**src/design/irmst_pkg.sv**
```systemverilog
// ----------------------------------------------------------------------------
// IR mark/space transmitter package
// Shared widths, command codes, register indexes and reset values.
// ----------------------------------------------------------------------------
`default_nettype none

package irmst_pkg;

  localparam int STORE_DEPTH_DEF   = 256;
  localparam int DURATION_BITS_DEF = 20;

  localparam int CMD_W     = 2;
  localparam int CARRIER_W = 16;
  localparam int CFG_W     = 16;
  localparam int CFG_IDX_W = 2;
  localparam int ENTRIES_W = 9;

  typedef logic [CMD_W-1:0]     cmd_t;
  typedef logic [CFG_IDX_W-1:0] cfg_idx_t;
  typedef logic [CARRIER_W-1:0] carrier_t;

  localparam cmd_t CMD_LOAD  = 2'd0;
  localparam cmd_t CMD_START = 2'd1;
  localparam cmd_t CMD_TICK  = 2'd2;
  localparam cmd_t CMD_ABORT = 2'd3;

  localparam cfg_idx_t CFG_CARRIER_HIGH = 2'd0;
  localparam cfg_idx_t CFG_CARRIER_LOW  = 2'd1;
  localparam cfg_idx_t CFG_ACTIVE_HIGH  = 2'd2;

  localparam carrier_t CARRIER_HIGH_RST = 16'd13;
  localparam carrier_t CARRIER_LOW_RST  = 16'd13;
  localparam logic     ACTIVE_HIGH_RST  = 1'b1;

endpackage

`default_nettype wire

```
**src/design/irmst_seg_min.sv**
```systemverilog
// ----------------------------------------------------------------------------
// Carrier segment length unit
// Picks the carrier time for the current phase and clips it to what remains.
// ----------------------------------------------------------------------------
`default_nettype none

module irmst_seg_min #(
  parameter int DUR_W = irmst_pkg::DURATION_BITS_DEF
) (
  input  wire logic                     phase,
  input  wire irmst_pkg::carrier_t      carrier_high,
  input  wire irmst_pkg::carrier_t      carrier_low,
  input  wire logic [DUR_W-1:0]         remaining,
  output logic      [DUR_W-1:0]         seg_len
);
  import irmst_pkg::*;

  localparam int CMP_W = (DUR_W > CARRIER_W) ? DUR_W : CARRIER_W;

  logic [CMP_W-1:0] len_ext;
  logic [CMP_W-1:0] rem_ext;

  always_comb begin
    len_ext = CMP_W'(phase ? carrier_high : carrier_low);
    rem_ext = CMP_W'(remaining);
    seg_len = (len_ext < rem_ext) ? DUR_W'(len_ext) : remaining;
  end

endmodule

`default_nettype wire
```
**config.mk**
```make
export PLATFORM = sky130hd
export DESIGN_NAME = irmst_seg_min
export DESIGN_NICKNAME = d
export VERILOG_FILES = /design/src/design/irmst_pkg.sv /design/src/design/irmst_seg_min.sv
export SDC_FILE = /design/constraint.sdc
export NUM_CORES = 1
export LEC_CHECK = 0
export BUFFER_PORTS_ARGS = -buffer_cell sky130_fd_sc_hd__buf_2
export CORE_MARGIN = 2
export CORE_UTILIZATION = 41
export DETAILED_ROUTE_END_ITERATION = 16
export GPL_TIMING_DRIVEN = 0
export PLACE_DENSITY = 0.95
export SETUP_SLACK_MARGIN = 0.3
export SYNTH_ARGS = -nofsm -noshare
export SYNTH_HDL_FRONTEND = slang
export SYNTH_SLANG_ARGS = --single-unit
export TNS_END_PERCENT = 1
```
**constraint.sdc**
```tcl
create_clock -name vclk -period 4.7
set_input_delay 0.94 -clock vclk [all_inputs]
set_output_delay 0.94 -clock vclk [all_outputs]
set_load 0.005 [all_outputs]
```
# After elaboration in Yosys (flattened, before gate mapping)
# Index checks and enable logic that the tools add are counted.
classes:
  magnitude_cmp: 1
  mux: 2
op_table:
  columns: ["op", "count"]
  rows:
  - ["16-bit by 20-bit less-than comparator with 1-bit output", 1]
  - ["20-bit two-way mux", 1]
  - ["16-bit two-way mux", 1]
word_totals:
  register_bits: 0
  word_cells: 3
  input_bits: 53

# Logic depth before layout (Yosys ltp)
# Gate-level depths: netlist of run 1.
depth:
  word_depth: 3
  depth_mapped: 10
  mapped_depth_nobuf: 7

# Worst setup path after synthesis of run 1
# OpenSTA, ideal clock, no wires.
synth_path:
  kind: "in2out"
  start: "input phase"
  end: "output seg_len[10]"
  stages: 10
  t_arrival_ps: 3320
  n_path_buf: 3
  required_time_ps: 3760
  path_slack_ps: 440
  cell_sequence: "buf_6 clkbuf_1 mux2_2 ha_1 a21oi_1 o21ai_0 o2bb2ai_1 o31ai_4 buf_12 mux2_4"
synth_via:
  elab_chain_cells: 3
synth_rtl:
  columns: ["item", "line", "source"]
  rows:
  - ["from (decl)", "irmst_seg_min.sv:10", "input wire logic phase,"]
  - ["16-bit two-way mux (*)", "irmst_seg_min.sv:24", "len_ext = CMP_W'(phase ? carrier_high : carrier_low);"]
  - ["16-bit by 20-bit less-than comparator with 1-bit output", "irmst_seg_min.sv:26", "seg_len = (len_ext < rem_ext) ? DUR_W'(len_ext) : remaining;"]
  - ["20-bit two-way mux (*)", "irmst_seg_min.sv:26", null]
  - ["to (decl)", "irmst_seg_min.sv:14", "output logic [DUR_W-1:0] seg_len"]
# Mark *: on every way between the ends. The rest lies on a longest branch, timed or not.

# Worst setup path after layout of run 1
layout_path:
  start: "input phase"
  end: "output seg_len[9]"
# The elaborated chain is that of the path after synthesis.

==> PnR_summary.wiki, run 1 <==
{| class="wikitable"
! Metric !! Value
|-
| Area after detailed placement || 1240 sq um
|-
| Count of mapped cells out of synthesis || 95
|-
| Final critical path time including I/O delays and setup || 4.28 ns
|-
| Initial antenna violation count || 0
|-
| Count of maximum capacitance violations || 0
|-
| Sort of element at the end of the critical path || primary output
|-
| CP Max Fanout || 10
|-
| Post-route cell area || ~1300 sq um
|-
| Count of antenna-violating nets left after detailed routing || 0
|-
| Routed length per instance || around 11 um
|-
| Combined buffer and inverter count along the critical path || 4
|-
| Setup violation total in the final timing report || 0
|-
| Data arrival time of the worst path || about 3.3 ns
|-
| Per-instance average area after synthesis || 9.00 sq um
|-
| Via count || slightly above 900
|-
| Outcome || completed
|-
| Drt drc || 0
|-
| Pre-antenna DRT Iters || 2
|-
| Number of sequential cells in the layout || 0
|-
| Worst supply voltage drop on vdd || 0.0000415 V
|-
| Post-Route Hold Slack || 2.19 ns
|-
| Placer's final routability congestion estimate || 0.606
|-
| Nets || 237
|-
| Internal power of the cells || 0.0640 mW
|-
| Layout Area Growth over Synthesis || 47.0%
|-
| Power share of the clock group || 0
|-
| Top cell family by delay on the critical path || multiplexers
|-
| Pin count of the biggest net entering global routing || 11
|-
| Final worst-path cycle share || 0.910
|-
| FILL cells || 190
|-
| Sequential cell area || 0 sq um
|-
| Share of layout cells above drive strength 1 || 0.647
|-
| Non-filler cells in the finished layout || 194
|-
| Via count normalized by instance count || 4.78
|-
| Switching part of the total || 0.412
|-
| Class of the tightest hold or removal check || primary input to primary output
|-
| Area share of the largest cell type after synthesis || 0.277
|-
| Sequential group share of total power || 0
|-
| Yosys top cell by area || sky130_fd_sc_hd__mux2_2
|-
| Top Ports || 73
|-
| Combined area of all synthesized cells || 855 sq um
|-
| Antenna diode count || 0
|-
| Count of pins over their slew limit || 0
|-
| Number of rows in the core area || 16
|-
| WS Path Type || primary input to primary output
|-
| Worst path required time || 3.76 ns
|-
| Number of warnings issued by yosys || 0
|-
| CLK BUF || 0
|-
| Global Route Usage Sum || 0.163
|-
| Count of buffers from port buffering || 68
|-
| Finished Core Util || 0.640
|-
| Wire length of the first global-routing pass || around 3.3 mm
|-
| Crit. Startpoint || phase
|-
| Detailed-placement wirelength estimate || 1.96 mm
|-
| Top area cells in the synthesized netlist || sky130_fd_sc_hd__mux2_2, sky130_fd_sc_hd__ha_1, sky130_fd_sc_hd__mux2_4
|-
| Ratio of total power to cell area || about 87 nW/um^2
|-
| Die X-Extent || between 40 and 50 um
|-
| Vertical extent of the die || slightly below 50 um
|-
| Combinational Power Share || 1.000
|-
| Proportion of synthesized chip area in sequential cells || 0
|-
| Initial core utilization || 0.436
|-
| Slew at the pin with the worst max-slew slack || 0.490 ns
|-
| Unrepaired setup endpoints after global routing || false
|-
| Psw || 0.0449 mW
|-
| Std-Cell Core Area || a little under 2000 sq um
|-
| Total congestion overflow after global routing || 0
|-
| Power consumption || 0.109 mW
|-
| Maximum operating frequency || around 230 MHz
|-
| Last element of the critical path || seg_len[9]
|-
| DR iter-0 viols || 1
|-
| Cells after DPL || 193
|-
| Via count of the first global-routing pass || 850
|-
| Area of the die || 2470 sq um
|-
| Number of hold violations in the final report || 0
|-
| CP Launch Type || primary input
|-
| Critical path cell sequence || buf_6 > clkbuf_4 > mux2_2 > ha_1 > nand4_1 > nor3_2 > o311a_1 > o31ai_4 > buf_12 > mux2_4 > buf_2
|-
| Headroom to the max-slew limit || 0.670
|-
| Count of unique library cells instantiated by Yosys || 23
|-
| Detailed-route wire length || roughly 2.2 mm
|-
| Post-CTS Hold Fix Bufs || 0
|-
| Number of cells on the critical path || 11
|-
| Slowest Stage Delay on Critical Path || between 0.3 and 0.4 ns
|-
| Leakage || 0.756 nW
|-
| Slowest library cell on the worst path || sky130_fd_sc_hd__mux2_2
|}
per-layer routing:
layer  part of all wire  routed length (um)  track usage
met1               0.36                 779        0.152
met2               0.53                1140        0.367
met4                  0                   0            0
met3               0.11                 239       0.0303
met5                  0                   0            0
cell families after synthesis:
| family | Yosys count | share of synthesized area |
|---|---|---|
| buf+inv | 24 | 0.151 |
| other cells | 1 | 0.00439 |
| compound gates | 15 | 0.124 |
| fa+ha+maj | 15 | 0.220 |
| mux | 32 | 0.458 |
| simple gates | 8 | 0.0425 |
power groups by stage:
| stage | clock network [mW] | registers (mW) | logic (mW) |
|---|---|---|---|
| 2_1_floorplan | 0 | 0 | 0.0653 |
| 3_3_place_gp | 0 | 0 | 0.104 |
| 3_5_place_dp | 0 | 0 | 0.108 |
| 4_1_cts | 0 | 0 | 0.109 |
| 5_1_grt | 0 | 0 | 0.121 |
| 6_report | 0 | 0 | 0.109 |
cells in the mapped netlist:
master,number
sky130_fd_sc_hd__o31ai_4,1
sky130_fd_sc_hd__buf_12,1
sky130_fd_sc_hd__buf_4,4
sky130_fd_sc_hd__nor3_1,1
sky130_fd_sc_hd__ha_1,15
sky130_fd_sc_hd__a31oi_1,1
sky130_fd_sc_hd__buf_6,1
sky130_fd_sc_hd__conb_1,1
sky130_fd_sc_hd__a21oi_1,6
sky130_fd_sc_hd__mux2_4,9
sky130_fd_sc_hd__inv_1,17
sky130_fd_sc_hd__o211ai_1,1
sky130_fd_sc_hd__o2bb2ai_1,1
sky130_fd_sc_hd__nor2_1,1
sky130_fd_sc_hd__nand2_1,4
sky130_fd_sc_hd__o21a_1,1
sky130_fd_sc_hd__nor4_1,1
sky130_fd_sc_hd__o21ai_0,3
sky130_fd_sc_hd__nand4_1,1
sky130_fd_sc_hd__clkbuf_1,1
sky130_fd_sc_hd__mux2_2,21
sky130_fd_sc_hd__mux2i_1,2
sky130_fd_sc_hd__o311a_1,1
cell usage in the layout (no fill, tap or decap):
| cell | netlist | layout |
|---|---|---|
| sky130_fd_sc_hd__a21oi_1 | 6 | 6 |
| sky130_fd_sc_hd__a31oi_1 | 1 | 1 |
| sky130_fd_sc_hd__buf_12 | 1 | 1 |
| sky130_fd_sc_hd__buf_2 | 0 | 68 |
| sky130_fd_sc_hd__buf_4 | 4 | 5 |
| sky130_fd_sc_hd__buf_6 | 1 | 1 |
| sky130_fd_sc_hd__clkbuf_4 | 0 | 1 |
| sky130_fd_sc_hd__conb_1 | 1 | 4 |
| sky130_fd_sc_hd__ha_1 | 15 | 15 |
| sky130_fd_sc_hd__inv_1 | 17 | 17 |
| sky130_fd_sc_hd__mux2_2 | 21 | 21 |
| sky130_fd_sc_hd__mux2_4 | 9 | 9 |
| sky130_fd_sc_hd__mux2i_1 | 2 | 2 |
| sky130_fd_sc_hd__nand2_1 | 4 | 4 |
| sky130_fd_sc_hd__nand4_1 | 1 | 1 |
| sky130_fd_sc_hd__nor2_1 | 1 | 1 |
| sky130_fd_sc_hd__nor3_2 | 0 | 1 |
| sky130_fd_sc_hd__nor4_1 | 1 | 1 |
| sky130_fd_sc_hd__o211ai_1 | 1 | 1 |
| sky130_fd_sc_hd__o21a_1 | 1 | 1 |
| sky130_fd_sc_hd__o21ai_0 | 3 | 3 |
| sky130_fd_sc_hd__o2bb2ai_1 | 1 | 1 |
| sky130_fd_sc_hd__o311a_1 | 1 | 1 |
| sky130_fd_sc_hd__o31ai_4 | 1 | 1 |
final cells by class:
class                      instances  area [sq um]  area share
buffer                             7          68.8      0.0548
inverter                          17          63.8      0.0508
multi-input combinational         74           742       0.591
tap                               27          33.8      0.0269
timing repair buffer              69           348       0.277
stage by stage:
stage	setup WS (ns)	TNS, ns
global route	0.315	0
finish	0.421	0
global placement	0.0289	0
detailed placement	-0.0382	-0.249
floorplan	0.440	0
CTS	0.359	0
worst min-delay path by stage:
| stage | from | end | slack [ns] | cells after the start |
|---|---|---|---|---|
| after floorplan | remaining[0] | seg_len[0] | 1.97 | 2 |
| after global placement | remaining[11] | seg_len[11] | 2.18 | 3 |
| after detailed placement | remaining[4] | seg_len[4] | 2.19 | 3 |
| after CTS | remaining[4] | seg_len[4] | 2.19 | 3 |
| after global routing | remaining[13] | seg_len[13] | 2.20 | 3 |
| final | remaining[6] | seg_len[6] | 2.19 | 3 |
what timing repair did:
action	CTS	global route
setup buffers	1	0
pin swaps	1	0
gates resized for setup	2	1
setup endpoints to repair	16	15
hold endpoints to repair	0	0
(Power assumes the default switching activity.)
==> inputs of run 2 (changes only) <==
--- a/config.mk
+++ b/config.mk
@@ -14,2 +14,3 @@
 export SETUP_SLACK_MARGIN = 0.3
+export SLEW_MARGIN = 30
 export SYNTH_ARGS = -nofsm -noshare
==> constraint.sdc (replaced) <==
create_clock -name vclk -period 4.7
set_input_delay 0.94 -clock vclk [all_inputs]
set_output_delay 0.94 -clock vclk [all_outputs]
set_load 0.02 [all_outputs]
==> run 2 against run 1 <==
Effect of this change: hold slack gained 0.036 ns; utilization grew 0.64 points; sequential share of layout area is the same; via count grew 0.22%; sequential cell count is the same; largest cell class unchanged.
==> PnR_summary.wiki, run 2 (same netlist as run 1, synthesis figures left out) <==
{| class="wikitable"
! Metric !! Value
|-
| Drt drc || 0
|-
| Via count || 930
|-
| Via count of the first global-routing pass || 850
|-
| Total congestion overflow after global routing || 0
|-
| CP Max Fanout || 10
|-
| DR iter-0 viols || 3
|-
| Detailed-placement wirelength estimate || roughly 2.0 mm
|-
| Post-CTS Hold Fix Bufs || 0
|-
| Sequential cell area || 0 sq um
|-
| Number of sequential cells in the layout || 0
|-
| Final critical path time including I/O delays and setup || roughly 4.3 ns
|-
| Sort of element at the end of the critical path || primary output
|-
| Via count normalized by instance count || 4.79
|-
| Initial antenna violation count || 0
|-
| Most frequent standard cell in the layout excluding fill and tap cells || sky130_fd_sc_hd__buf_2
|-
| Number of rows in the core area || 16
|-
| Worst path required time || between 3 and 4 ns
|-
| Final worst-path cycle share || 0.914
|-
| WS Path Type || primary input to primary output
|-
| Die X-Extent || 49.7 um
|-
| Leakage || 0.762 nW
|-
| Non-filler cells in the finished layout || 194
|-
| Share of layout cells above drive strength 1 || 0.647
|-
| Post-route cell area || 1270 sq um
|-
| Worst setup slack after placement || -0.0689 ns
|-
| CLK BUF || 0
|-
| Vertical extent of the die || 49.7 um
|-
| Nets || 237
|-
| CP Launch Type || primary input
|-
| Slowest Stage Delay on Critical Path || 0.37 ns
|-
| Critical path cell sequence || buf_6 > clkbuf_4 > mux2_2 > ha_1 > a21oi_1 > o21ai_0 > o2bb2ai_1 > o31ai_4 > buf_12 > mux2_4 > buf_2
|-
| Placer's final routability congestion estimate || 0.606
|-
| Combined buffer and inverter count along the critical path || 4
|-
| Unrepaired setup endpoints after global routing || false
|-
| Met3 Resource Use GR || 0.0303
|-
| Finished Core Util || 0.647
|-
| Pre-antenna DRT Iters || 4
|-
| Number of hold violations in the final report || 0
|-
| Count of buffers from port buffering || 68
|-
| Detailed-route wire length || between 2 and 2.5 mm
|-
| FILL cells || 186
|-
| Area of the multi-input gates || 742 sq um
|-
| Antenna diode count || 0
|-
| Top Ports || 73
|-
| Post-Route Hold Slack || 2.22 ns
|-
| Highest-count cells in the layout ignoring fill and taps || sky130_fd_sc_hd__buf_2, sky130_fd_sc_hd__mux2_2, sky130_fd_sc_hd__inv_1
|-
| Met2 track demand over resource || 0.367
|-
| Count of maximum capacitance violations || 0
|-
| Maximum operating frequency || 233 MHz
|-
| Data arrival time of the worst path || around 3.4 ns
|-
| Global Route Usage Sum || 0.163
|-
| Std-Cell Core Area || 1960 sq um
|-
| Setup slack after layout || 0.403 ns
|-
| Routed length per instance || approximately 11 um
|-
| Count of pins over their slew limit || 0
|-
| Slew at the pin with the worst max-slew slack || about 0.49 ns
|-
| M1 GR Usage || 0.152
|-
| Initial core utilization || 0.436
|-
| Headroom to the max-slew limit || 0.670
|-
| Cells after DPL || 193
|-
| GR peak layer || met2
|-
| Outcome || completed
|-
| Setup violation total in the final timing report || 0
|-
| Number of cells on the critical path || 11
|-
| Slowest library cell on the worst path || sky130_fd_sc_hd__mux2_2
|-
| Class of the tightest hold or removal check || primary input to primary output
|-
| Worst supply voltage drop on vdd || 0.0000516 V
|-
| Area after detailed placement || 1240 sq um
|-
| Area of the die || 2470 sq um
|-
| Layout Area Growth over Synthesis || 48.5%
|-
| Ratio of total power to cell area || approximately 99 nW/um^2
|-
| Count of antenna-violating nets left after detailed routing || 0
|-
| Wire length of the first global-routing pass || 3.29 mm
|-
| Pin count of the biggest net entering global routing || 11
|-
| Min-Delay Path Depth || 4
|-
| Top cell family by delay on the critical path || compound AO/OA/AOI/OAI gates
|}
## run 2: final cells by class
type	instances	share of cell area
plain buffers	7	0.0542
inverters	17	0.0503
multi-input cells	74	0.585
well taps	27	0.0266
repair buffers	69	0.284
## run 2: stage by stage
step	total power [mW]	TNS [ns]
5_1_grt	0.138	0
6_report	0.126	0
3_3_place_gp	0.121	-0.0151
3_5_place_dp	0.125	-0.537
2_1_floorplan	0.0824	0
4_1_cts	0.126	0
## run 2: worst paths after layout
check	from	to	slack (ns)
min	remaining[0]	seg_len[0]	2.22
max	phase	seg_len[9]	0.40
## run 2: where the power goes
group	internal, mW	total (mW)	switching [mW]
Combinational	0.0650	0.126	0.0609
Clock	0	0	0
Sequential	0	0	0
## run 2: tightest hold or removal path, stage by stage
cell                      delay (ns)
sky130_fd_sc_hd__buf_2          0.10
sky130_fd_sc_hd__inv_1          0.04
sky130_fd_sc_hd__mux2i_1        0.05
sky130_fd_sc_hd__buf_2          0.15
## run 2: what timing repair did
action	in CTS	in global routing
pin swaps	1	3
endpoints found under the hold margin	0	0
resized for setup	2	1
endpoints found under the setup margin	16	15
setup buffers	1	0
## run 2: per-layer routing
metal	up-vias	part of all wire
met5	-	0
met1	404	0.36
met2	49	0.53
met3	0	0.11
met4	0	0
li1	477	-
==> inputs of run 3 (changes only) <==
- CORE_UTILIZATION: 41 -> 35
- PLACE_DENSITY: 0.95 -> 0.85
- SKIP_LAST_GASP: default -> 1
==> run 3 against run 2 <==
Effect of this change: count of clock-buffer cells in the layout did not move; via count is 1.7% higher; routed wire length down 1.0%; total power grew 0.99%; non-clock buffer count up 4; combinational power barely moved; cell count increased by 2.6%; maximum frequency grew 0.55%; critical path type unchanged; final area up 3.7%; hold slack better by 0.0022 ns; global-route usage is 1.8 points lower; die area grew 16%.
==> PnR_summary.wiki, run 3 (same netlist as run 1, synthesis figures left out) <==
{| class="wikitable"
! Metric !! Value
|-
| Internal power of the cells || around 0.066 mW
|-
| Pin count of the biggest net entering global routing || 11
|-
| Number of rows in the core area || 17
|-
| Worst supply voltage drop on vdd || 0.0000510 V
|-
| Leakage || 0.787 nW
|-
| Ratio of total power to cell area || 96.6 nW/um^2
|-
| Detailed-route wire length || 2.15 mm
|-
| Via count normalized by instance count || 4.75
|-
| CP Max Fanout || 10
|-
| Final worst-path cycle share || 0.909
|-
| Class of the tightest hold or removal check || primary input to primary output
|-
| Via count of the first global-routing pass || 821
|-
| Count of pins over their slew limit || 0
|-
| Post-Route Hold Slack || around 2.2 ns
|-
| Psw || slightly above 0.06 mW
|-
| Switching part of the total || 0.479
|-
| CLK BUF || 0
|-
| Initial core utilization || 0.379
|-
| Nets || 241
|-
| Total congestion overflow after global routing || 0
|-
| Top Ports || 73
|-
| Drt drc || 0
|-
| FILL cells || 224
|-
| Most frequent standard cell in the layout excluding fill and tap cells || sky130_fd_sc_hd__buf_2
|-
| Number of hold violations in the final report || 0
|-
| Count of buffers from port buffering || 68
|-
| Layout Area Growth over Synthesis || 54.0%
|-
| Crit. Startpoint || phase
|-
| WS Path Type || primary input to primary output
|-
| Detailed-placement wirelength estimate || 1.88 mm
|-
| Outcome || completed
|-
| Area of the multi-input gates || 742 sq um
|-
| Antenna diode count || 0
|-
| Via count || 946
|-
| Placer's final routability congestion estimate || 0.683
|-
| Worst path required time || 3.76 ns
|-
| Wire length of the first global-routing pass || 3.23 mm
|-
| Post-CTS Hold Fix Bufs || 0
|-
| Power share of the clock group || 0
|-
| Initial antenna violation count || 0
|-
| Final critical path time including I/O delays and setup || 4.27 ns
|-
| Data arrival time of the worst path || between 3 and 4 ns
|-
| Number of sequential cells in the layout || 0
|-
| Unrepaired setup endpoints after global routing || false
|-
| Sequential cell area || 0 sq um
|-
| Setup violation total in the final timing report || 0
|-
| CP Launch Type || primary input
|-
| Count of maximum capacitance violations || 0
|-
| Pre-antenna DRT Iters || 4
|-
| Combinational Power Share || 1.000
|-
| Highest-count cells in the layout ignoring fill and taps || sky130_fd_sc_hd__buf_2, sky130_fd_sc_hd__mux2_2, sky130_fd_sc_hd__inv_1
|-
| Maximum operating frequency || approximately 230 MHz
|-
| Global Route Usage Sum || 0.145
|-
| Share of layout cells above drive strength 1 || 0.655
|-
| Die X-Extent || 53.4 um
|-
| Hold_sp || remaining[0]
|-
| Finished Core Util || 0.584
|-
| Power consumption || 0.127 mW
|-
| Sort of element at the end of the critical path || primary output
|-
| Routed length per instance || 10.8 um
|-
| Sequential group share of total power || 0
|-
| DR iter-0 viols || 7
|-
| Count of antenna-violating nets left after detailed routing || 0
|-
| Area of the die || 2850 sq um
|-
| Std-Cell Core Area || between 2000 and 2500 sq um
|-
| Vertical extent of the die || 53.4 um
|}
run 3: final cells by class:
cell class / instances / share of cell area
repair buffers: 73 / 0.306
multi-input cells: 74 / 0.564
inverters: 17 / 0.0485
well taps: 28 / 0.0266
plain buffers: 7 / 0.0551
run 3: worst max-delay path, stage by stage:
cell and delay [ns]:
sky130_fd_sc_hd__buf_6 0.11, sky130_fd_sc_hd__buf_6 0.15, sky130_fd_sc_hd__mux2_2 0.36, sky130_fd_sc_hd__ha_1 0.32, sky130_fd_sc_hd__nand4_1 0.15, sky130_fd_sc_hd__nor3_2 0.18, sky130_fd_sc_hd__o311a_1 0.25, sky130_fd_sc_hd__o31ai_4 0.09
sky130_fd_sc_hd__buf_4 0.17, sky130_fd_sc_hd__clkbuf_16 0.15, sky130_fd_sc_hd__mux2_4 0.29, sky130_fd_sc_hd__buf_2 0.16
run 3: power by group through the flow:
stage / Clock (mW) / Combinational, mW / Sequential (mW)
after global placement: 0 / 0.122 / 0
after floorplan: 0 / 0.0824 / 0
final: 0 / 0.127 / 0
after detailed placement: 0 / 0.125 / 0
after global routing: 0 / 0.142 / 0
after CTS: 0 / 0.126 / 0
run 3: metal layers:
metal	global-route usage	wire (um)	part of all wire	up-vias
met5	0	0	0	-
met1	0.147	747	0.35	401
met3	0.00847	316	0.15	0
li1	-	-	-	485
met2	0.323	1090	0.51	60
met4	0	0	0	0
run 3: stage by stage:
step                      TNS, ns  worst slack [ns]  area [sq um]  cells
after floorplan                 0             0.311           866     98
after global placement     -0.285           -0.0378          1240    194
after detailed placement   -0.656           -0.0857          1240    194
after CTS                       0             0.325          1260    196
after global routing            0             0.288          1320    199
final                           0             0.426          1320    199
run 3: repair_timing:
| action | CTS | global route |
|---|---|---|
| resized for setup | 2 | 5 |
| pin swaps | 1 | 2 |
| buffers inserted | 2 | 2 |
| hold endpoints to repair | 0 | 0 |
| gates cloned | 0 | 1 |
| setup endpoints to repair | 16 | 15 |
run 3: worst paths after layout:
path                      to  depth (start not counted)
setup / recovery  seg_len[8]                         12
hold / removal    seg_len[0]                          4
